File: src/rtl/dbsg_pkg.sv
// Shared constants and types for the de Bruijn sequence generator.
package dbsg_pkg;

  localparam int MAX_ALPHABET = 8;
  localparam int MAX_ORDER    = 8;

  localparam int CFG_W    = 4;
  localparam int SYMBOL_W = 3;
  localparam int POS_W    = 24;
  localparam int APB_DW   = 32;
  localparam int APB_AW   = 3;
  localparam int S_TDATA_W = 8;
  localparam int M_TDATA_W = 32;
  localparam int M_PAD_W   = M_TDATA_W - POS_W - SYMBOL_W;

  // word store entry, symbol index and alphabet count widths
  localparam int WORD_W = (MAX_ALPHABET > 2) ? $clog2(MAX_ALPHABET) : 1;
  localparam int IDX_W  = $clog2(MAX_ORDER + 1);
  localparam int KW     = $clog2(MAX_ALPHABET + 1);

  typedef enum logic {
    REG_ALPHABET = 1'b0,
    REG_ORDER    = 1'b1
  } reg_index_t;

  typedef enum logic [1:0] {
    ST_IDLE,
    ST_SCAN,
    ST_EXTEND
  } seq_state_t;

endpackage

File: src/rtl/de_bruijn_sequence_generator.sv
// Top level of the de Bruijn sequence generator: Lyndon-word sequencer and stream ports.
//
// Streams the lexicographically least de Bruijn cycle B(k, n), one symbol per input word,
// using the FKM construction: Lyndon words are visited in order and the symbols of every
// word whose length divides n are emitted. Each input word carries a restart flag
// (s_tdata[0]); each output word carries the symbol, its position in the cycle, and tlast
// on the final symbol of the k^n cycle, after which the sequence wraps to position zero.
// k and n come from APB registers alphabet_size (0x0) and order (0x4); writing either
// returns the sequence to position zero. A symbol inside the current Lyndon word is
// emitted straight from the idle state. The last symbol of a word (and every restart)
// waits for the successor search on the word store, one entry per cycle through a single
// read port: a downward scan from n to the position p to increment, then, when p < n, a
// periodic extension of entries p+1..n, repeated for each successor whose length does
// not divide n. The final symbol of the cycle scans all n entries before it wraps.
// Input is taken only while the sequencer is idle and the output register is free or
// being drained.
module de_bruijn_sequence_generator
  import dbsg_pkg::*;
(
  input  logic                 clk,
  input  logic                 rst,
  // input stream
  input  logic                 s_tvalid,
  output logic                 s_tready,
  input  logic [S_TDATA_W-1:0] s_tdata,   // [0] restart, [7:1] zero
  // output stream
  output logic                 m_tvalid,
  input  logic                 m_tready,
  output logic [M_TDATA_W-1:0] m_tdata,   // [2:0] symbol, [26:3] position, [31:27] zero
  output logic                 m_tlast,   // last symbol of the cycle
  // configuration
  input  logic                 psel,
  input  logic                 penable,
  input  logic                 pwrite,
  input  logic [APB_AW-1:0]    paddr,
  input  logic [APB_DW-1:0]    pwdata,
  output logic [APB_DW-1:0]    prdata,
  output logic                 pready
);

  seq_state_t state, state_next;

  // configuration registers
  logic [CFG_W-1:0] alphabet_size;
  logic [CFG_W-1:0] order;

  // sequencer state
  logic [WORD_W-1:0] word [1:MAX_ORDER];
  logic [IDX_W-1:0]  word_length;
  logic [IDX_W-1:0]  emit_index;
  logic [POS_W-1:0]  position_count;

  // successor search
  logic [IDX_W-1:0]  scan_ptr;
  logic [IDX_W-1:0]  ext_i;
  logic [IDX_W-1:0]  ext_j;
  logic [WORD_W-1:0] hold_symbol;

  // output register
  logic [SYMBOL_W-1:0] out_symbol;
  logic [POS_W-1:0]    out_pos;
  logic                out_last;

  logic              accept;
  logic              restart;
  logic              cfg_wr;
  reg_index_t        cfg_index;
  logic [KW-1:0]     k_eff;
  logic [KW-1:0]     k_top;
  logic [IDX_W-1:0]  n_eff;
  logic [IDX_W-1:0]  rd_addr;
  logic [WORD_W-1:0] rd_data;
  logic              at_max;
  logic              period_end;
  logic              finish_ok;
  logic              finish_last;

  assign pready    = 1'b1;
  assign cfg_wr    = psel && penable && pwrite && pready;
  assign cfg_index = reg_index_t'(paddr[2]);
  assign prdata    = (cfg_index == REG_ORDER) ? APB_DW'(order) : APB_DW'(alphabet_size);

  assign s_tready = (state == ST_IDLE) && (!m_tvalid || m_tready);
  assign accept   = s_tvalid && s_tready;
  assign restart  = s_tdata[0];

  assign m_tdata = {M_PAD_W'(0), out_pos, out_symbol};
  assign m_tlast = out_last;

  // Clamp k into 2..MAX_ALPHABET and n into 1..MAX_ORDER.
  always_comb begin
    if (alphabet_size < CFG_W'(2)) begin
      k_eff = KW'(2);
    end else if (32'(alphabet_size) > MAX_ALPHABET) begin
      k_eff = KW'(MAX_ALPHABET);
    end else begin
      k_eff = KW'(alphabet_size);
    end
    if (order == '0) begin
      n_eff = IDX_W'(1);
    end else if (32'(order) > MAX_ORDER) begin
      n_eff = IDX_W'(MAX_ORDER);
    end else begin
      n_eff = IDX_W'(order);
    end
  end

  assign k_top = k_eff - KW'(1);

  // Single read port of the word store: scan pointer, extension source, or emit slot.
  always_comb begin
    unique case (state)
      ST_SCAN:   rd_addr = scan_ptr;
      ST_EXTEND: rd_addr = ext_j;
      default:   rd_addr = emit_index;
    endcase
  end

  assign rd_data    = word[rd_addr];
  assign at_max     = KW'(rd_data) >= k_top;
  // The extension source wraps at the word length; reaching n exactly on a wrap
  // means the length divides n.
  assign period_end = (ext_j == word_length);

  always_ff @(posedge clk) begin
    if (rst) begin
      state <= ST_IDLE;
    end else begin
      state <= state_next;
    end
  end

  always_comb begin
    state_next  = state;
    finish_ok   = 1'b0;
    finish_last = 1'b0;
    unique case (state)
      ST_IDLE: begin
        if (accept && (restart || emit_index >= word_length)) begin
          state_next = ST_SCAN;
        end
      end
      ST_SCAN: begin
        if (!at_max) begin
          if (scan_ptr == n_eff) begin
            finish_ok  = 1'b1;
            state_next = ST_IDLE;
          end else begin
            state_next = ST_EXTEND;
          end
        end else if (scan_ptr == IDX_W'(1)) begin
          // no position left to increment: the cycle is complete
          finish_last = 1'b1;
          state_next  = ST_IDLE;
        end
      end
      ST_EXTEND: begin
        if (ext_i == n_eff) begin
          if (period_end) begin
            finish_ok  = 1'b1;
            state_next = ST_IDLE;
          end else begin
            state_next = ST_SCAN;
          end
        end
      end
      default: state_next = ST_IDLE;
    endcase
    if (cfg_wr) begin
      state_next  = ST_IDLE;
      finish_ok   = 1'b0;
      finish_last = 1'b0;
    end
  end

  always_ff @(posedge clk) begin
    if (rst) begin
      alphabet_size  <= CFG_W'(2);
      order          <= CFG_W'(3);
      word_length    <= IDX_W'(1);
      emit_index     <= IDX_W'(1);
      position_count <= '0;
      m_tvalid       <= 1'b0;
      for (int e = 1; e <= MAX_ORDER; e++) begin
        word[e] <= '0;
      end
    end else begin
      if (m_tvalid && m_tready) begin
        m_tvalid <= 1'b0;
      end

      unique case (state)
        ST_IDLE: begin
          if (accept) begin
            if (restart) begin
              // start over: symbol zero at position zero, then search the successor
              for (int e = 1; e <= MAX_ORDER; e++) begin
                word[e] <= '0;
              end
              word_length    <= IDX_W'(1);
              emit_index     <= IDX_W'(1);
              position_count <= '0;
              hold_symbol    <= '0;
              scan_ptr       <= n_eff;
            end else if (emit_index >= word_length) begin
              // last symbol of this word: hold it until the successor is known
              hold_symbol <= rd_data;
              scan_ptr    <= n_eff;
            end else begin
              m_tvalid       <= 1'b1;
              out_symbol     <= SYMBOL_W'(rd_data);
              out_pos        <= position_count;
              out_last       <= 1'b0;
              emit_index     <= emit_index + IDX_W'(1);
              position_count <= position_count + POS_W'(1);
            end
          end
        end
        ST_SCAN: begin
          if (!at_max) begin
            // increment here and truncate the word to this length
            word[scan_ptr] <= rd_data + WORD_W'(1);
            word_length    <= scan_ptr;
            ext_i          <= scan_ptr + IDX_W'(1);
            ext_j          <= IDX_W'(1);
          end else begin
            scan_ptr <= scan_ptr - IDX_W'(1);
          end
        end
        ST_EXTEND: begin
          // repeat the word periodically up to length n
          word[ext_i] <= rd_data;
          ext_i       <= ext_i + IDX_W'(1);
          ext_j       <= period_end ? IDX_W'(1) : ext_j + IDX_W'(1);
          if (ext_i == n_eff) begin
            scan_ptr <= n_eff;
          end
        end
        default: ;
      endcase

      if (finish_ok) begin
        m_tvalid       <= 1'b1;
        out_symbol     <= SYMBOL_W'(hold_symbol);
        out_pos        <= position_count;
        out_last       <= 1'b0;
        emit_index     <= IDX_W'(1);
        position_count <= position_count + POS_W'(1);
      end

      if (finish_last) begin
        m_tvalid       <= 1'b1;
        out_symbol     <= SYMBOL_W'(hold_symbol);
        out_pos        <= position_count;
        out_last       <= 1'b1;
        word_length    <= IDX_W'(1);
        emit_index     <= IDX_W'(1);
        position_count <= '0;
        for (int e = 1; e <= MAX_ORDER; e++) begin
          word[e] <= '0;
        end
      end

      // any register write also returns the sequence to position zero
      if (cfg_wr) begin
        unique case (cfg_index)
          REG_ALPHABET: alphabet_size <= pwdata[CFG_W-1:0];
          REG_ORDER:    order         <= pwdata[CFG_W-1:0];
          default: ;
        endcase
        word_length    <= IDX_W'(1);
        emit_index     <= IDX_W'(1);
        position_count <= '0;
        for (int e = 1; e <= MAX_ORDER; e++) begin
          word[e] <= '0;
        end
      end
    end
  end

  // Input is never taken while a successor search is running.
  a_ready_only_idle: assert property (@(posedge clk) disable iff (rst)
    s_tready |-> (state == ST_IDLE))
    else $error("input taken while sequencer busy");

  // The current word never exceeds the window length; while idle the emit slot lies
  // inside the word (a search may shorten the word below the held emit slot).
  a_length_bound: assert property (@(posedge clk) disable iff (rst)
    (word_length != '0) && (word_length <= n_eff) &&
    ((state != ST_IDLE) || (emit_index <= word_length)))
    else $error("word length or emit index out of range");

  // A pending end-of-cycle word means the sequencer already wrapped to the start.
  a_wrap_after_last: assert property (@(posedge clk) disable iff (rst)
    (m_tvalid && m_tlast) |->
      (position_count == '0) && (emit_index == IDX_W'(1)) && (word_length == IDX_W'(1)))
    else $error("sequence did not wrap after last symbol");

  // Extension only writes entries above the current length and up to n.
  a_extend_range: assert property (@(posedge clk) disable iff (rst)
    (state == ST_EXTEND) |-> (ext_i > word_length) && (ext_i <= n_eff))
    else $error("extension index out of range");

endmodule

File: config.mk
export PLATFORM = sky130hd
export DESIGN_NAME = de_bruijn_sequence_generator
export DESIGN_NICKNAME = d
export VERILOG_FILES = /design/src/rtl/dbsg_pkg.sv /design/src/rtl/de_bruijn_sequence_generator.sv
export SDC_FILE = /design/constraint.sdc
export NUM_CORES = 1
export LEC_CHECK = 0
export ABC_AREA = 1
export BUFFER_PORTS_ARGS = -buffer_cell sky130_fd_sc_hd__buf_2
export CORE_MARGIN = 2
export CORE_UTILIZATION = 40
export CTS_CLUSTER_SIZE = 14
export DETAILED_ROUTE_END_ITERATION = 6
export PLACE_DENSITY = 0.72
export SLEW_MARGIN = 25
export SYNTH_ARGS = -nofsm -noshare
export SYNTH_HDL_FRONTEND = slang
export SYNTH_SLANG_ARGS = --single-unit
File: constraint.sdc
create_clock -name clk -period 5.4 [get_ports clk]
set_input_delay 1.08 -clock clk [delete_from_list [all_inputs] [get_ports clk]]
set_output_delay 1.08 -clock clk [all_outputs]
set_load 0.01 [all_outputs]
==> results.md <==
* Placeable core region at 0.0179 mm2
* Post-Layout Cell Count at roughly 1200
* Data required time at the worst endpoint at around 5.5 ns
* Max-slew violations at 0
* CTS tree: done
* CP peak stage delay at ~0.49 ns
* Global router's overall resource usage at roughly 17%
* Number of iterations in the first detailed-routing pass at 5
* Antenna Diode Count at 0
* Total grt overflow at 0
* Routed WL at between 15 and 20 mm
* Worst path cell trace: inv_1, ha_1, nand3_2, nand2_2, buf_4, nand2_1, o211ai_1, nand3_1, nand3_1, nand2_1, ha_1, nand2_1, nand2_1, nand2_1, nand3_1, nor2_1, nand3_1, nand2_1, nand2_2, nand2_2, o21ai_0, inv_1, buf_4
* Part of the Yosys area used for sequential elements at between 40 and 50%
* Maximum buffer depth of the clock tree at 2
* Chip Width at between 100 and 150 um
* Worst-path fanout max at 28
* Static leakage at roughly 3.4 nW
* Row count at slightly below 50
* Net count reported at finish at approximately 1000
* Latest clock arrival within the worst-skew pair at ~0.43 ns
* Setup repair after global routing missed its margin: false
* Share of the core filled with cells in the final layout at a little under half
* Critical Path AT at 4.99 ns
* Cell count after placement at between 1000 and 1500
* Met1 Use GR at about a fifth
* Dpl ws at between 0.6 and 0.7 ns
* Cells resized by post-CTS repair at 0
* Min-delay worst type: reg2reg
* Top cell by count, worst path: sky130_fd_sc_hd__nand2_1
* CTS H-tree lvls at 4
* Number of flops mapped to enable cells by yosys at a little over 90
* Final Skew at 0.0123 ns
* Min Tclk post-route at ~4.9 ns
* Synth Cell Area at 0.00727 mm2
* Number of antenna-violating nets in the routed design at 0
* Wire per inst at between 10 and 15 um
* Drt first-iter violations at 430
* Half-perimeter wire length after detailed placement at between 10 and 15 mm
* Final critical-path share of the clock period at approximately 91%
* Starting density of the core at around 40%
* Maximum operating frequency at approximately 0.20 GHz
* Kind of end point of the critical path: flop
* Yosys reg bits at ~130
* Clock tree sinks at about 130
* Chip Height at about 140 um
* Transition time at the pin with the least slew margin at ~0.77 ns
* Final GP Congestion at between 0.8 and 0.9
* Post-synthesis average cell area at 8.46 um2
* Area growth from synthesis to final layout at 12.4%
* Clock-pin slew on the worst setup and hold paths at around 0.07 ns
* Initial antenna violation count at 0
* Number of DRC violations after detailed routing at 0
* GR Util met3 at approximately 3.4%
* Vias in the first global route at about 5500
* Final setup violating endpoints at 0
* Count of yosys warnings during synthesis at 0
* Full die area at between 0.015 and 0.02 mm2
* I/O Pins at 118
* Ratio of cells with drive above 1 in the final layout at a little over an eighth
* Buffer type at the clock tree root: sky130_fd_sc_hd__clkbuf_16
* Count of cell types in the netlist at 40
* Kind of launch point of the worst setup path: flop
* Grt met2 use at about 28%
* Number of hold buffers added after CTS at 0
* Power density over the cells at 601 mW/mm2
* Setup Fix Bufs, Post-CTS at 0
* Critical path class: reg2reg
* Outcome: completed
* Hold Vio Cnt, Final at 0
* Worst slew margin at 48.5%
* Number of buffer cells added on primary ports at 46
* Worst-case vdd ir drop at about 400 uV
* Number of standard cells after synthesis at 860
* Number of buffers added by the clock tree synthesis step at 17
* Share of flip-flops with an asynchronous set or reset after synthesis at 0%
* Count of vias placed by the detailed router at between 5000 and 6000
* Vias per cell at 5.04
* Final total negative setup slack at 0 ns
* Busiest layer in global routing: met2
* Largest net degree at the start of global routing at 37
* Slowest cell on the critical path: sky130_fd_sc_hd__ha_1
* Post-route total power at 4.91 mW
* Most instantiated flip-flop cell in the synthesis netlist: sky130_fd_sc_hd__edfxtp_1
* Maximum Capacitance Violations at 0
* Worst Slack Setup Final at between 0.4 and 0.5 ns
* Wire length of the first global-routing pass at approximately 26 mm
==> worst max-delay path, delay by kind of cell (launching register included) <==
kind            cells  cell delay, ns
flops               1            0.37
simple gates       15            2.29
fa+ha+maj           2            0.82
buf+inv             4            0.80
compound gates      2            0.25
==> logic make-up (layout without fill, tap and decap cells) <==
kind of cell	count (synthesis)	count (layout)	synth area share, %
simple gates	423	423	25.4
buf+inv	158	191	10.8
other cells	2	34	0.103
xor+xnor	13	13	1.57
fa+ha+maj	22	22	3.78
flops	134	134	49.4
compound gates	108	108	8.95
==> synth_stat cells, types with 2 or more instances <==
| library cell | n | area (um2) |
|---|---|---|
| sky130_fd_sc_hd__buf_4 | 38 | 285 |
| sky130_fd_sc_hd__nand2_2 | 8 | 50.1 |
| sky130_fd_sc_hd__o21ai_1 | 4 | 20.0 |
| sky130_fd_sc_hd__inv_1 | 106 | 398 |
| sky130_fd_sc_hd__nor2_2 | 2 | 12.5 |
| sky130_fd_sc_hd__ha_1 | 22 | 275 |
| sky130_fd_sc_hd__nand3_2 | 8 | 80.1 |
| sky130_fd_sc_hd__edfxtp_1 | 91 | 2730 |
| sky130_fd_sc_hd__nand2_1 | 213 | 800 |
| sky130_fd_sc_hd__clkbuf_1 | 3 | 11.3 |
| sky130_fd_sc_hd__nor2_1 | 83 | 312 |
| sky130_fd_sc_hd__o21ai_0 | 36 | 180 |
| sky130_fd_sc_hd__o21ai_2 | 2 | 17.5 |
| sky130_fd_sc_hd__nand3b_1 | 4 | 30.0 |
| sky130_fd_sc_hd__xnor2_1 | 5 | 43.8 |
| sky130_fd_sc_hd__conb_1 | 2 | 7.51 |
| sky130_fd_sc_hd__xor2_1 | 8 | 70.1 |
| sky130_fd_sc_hd__nor3_1 | 9 | 45.0 |
| sky130_fd_sc_hd__buf_2 | 3 | 15.0 |
| sky130_fd_sc_hd__a21oi_2 | 11 | 96.3 |
| sky130_fd_sc_hd__a21oi_1 | 35 | 175 |
| sky130_fd_sc_hd__o211ai_1 | 13 | 97.6 |
| sky130_fd_sc_hd__nand3_1 | 85 | 425 |
| sky130_fd_sc_hd__buf_6 | 6 | 67.6 |
| sky130_fd_sc_hd__nand4_1 | 6 | 37.5 |
| sky130_fd_sc_hd__dfxtp_1 | 43 | 861 |
==> layout by cell type (no fill, tap or decap), drive strengths merged <==
master,synthesis,layout
a21oi,47,47
nor2,85,85
bufinv,0,1
clkinv,0,4
ha,22,22
clkinvlp,0,1
o211ai,13,13
buf,47,51
o22ai,1,1
nor4,1,1
nand2,223,223
a31oi,1,1
xnor2,5,5
edfxtp,91,91
a21boi,1,1
nand3,93,93
clkbuf,3,19
nor3,10,10
nand3b,4,4
nand4,6,6
or2,1,1
inv,108,115
xor2,8,8
a31o,1,1
o21bai,2,2
o21ai,42,42
conb,2,34
dfxtp,43,43
==> routing by layer <==
layer  wire [um]  up-vias
met5           0        -
met2        7520      229
met1        6840     2674
met3        1060       39
met4         493        0
li1            -     2875
==> through the flow <==
stage	instance area [um2]	hold slack, ns
finish	8180	0.471
global route	8180	0.477
CTS	8180	0.467
detailed placement	7570	0.450
global placement	7570	0.444
floorplan	7390	0.430
==> where the power goes <==
group          internal (mW)  switching (mW)  leakage, nW
registers               1.45          0.0696         1.24
clock network          0.702           0.483        0.299
logic                  0.582            1.63         1.90
total                   2.74            2.18         3.44
==> layout make-up <==
cell class              count  area, um2
well taps                 229        287
flip-flops and latches    134       3590
multi-input cells         600       3010
fillers                  1707       9730
clock inverters            13        133
clock buffers              19        475
inverters                 108        408
repair buffers             51        268
==> flip-flops by register name, indices dropped and copies added (netlist names) <==
signal	count
word	48
out_pos	24
position_count	24
alphabet_size	4
emit_index	4
ext_i	4
ext_j	4
order	4
scan_ptr	4
word_length	4
hold_symbol	3
out_symbol	3
state	2
m_tlast	1
m_tvalid	1
==> path summary, 6_finish.rpt <==
check	startpoint	endpoint	slack [ns]	cells after the start
min	position_count[23]$_SDFFE_PP0P_	out_pos[23]$_DFFE_PP_	0.47	0
max	state[1]$_SDFFE_PP0P_	out_pos[1]$_DFFE_PP_	0.49	23
min reg2reg	position_count[23]$_SDFFE_PP0P_	out_pos[23]$_DFFE_PP_	0.47	0
max reg2reg	state[1]$_SDFFE_PP0P_	out_pos[1]$_DFFE_PP_	0.49	23
Note: power is estimated with default switching activity, not from simulation.
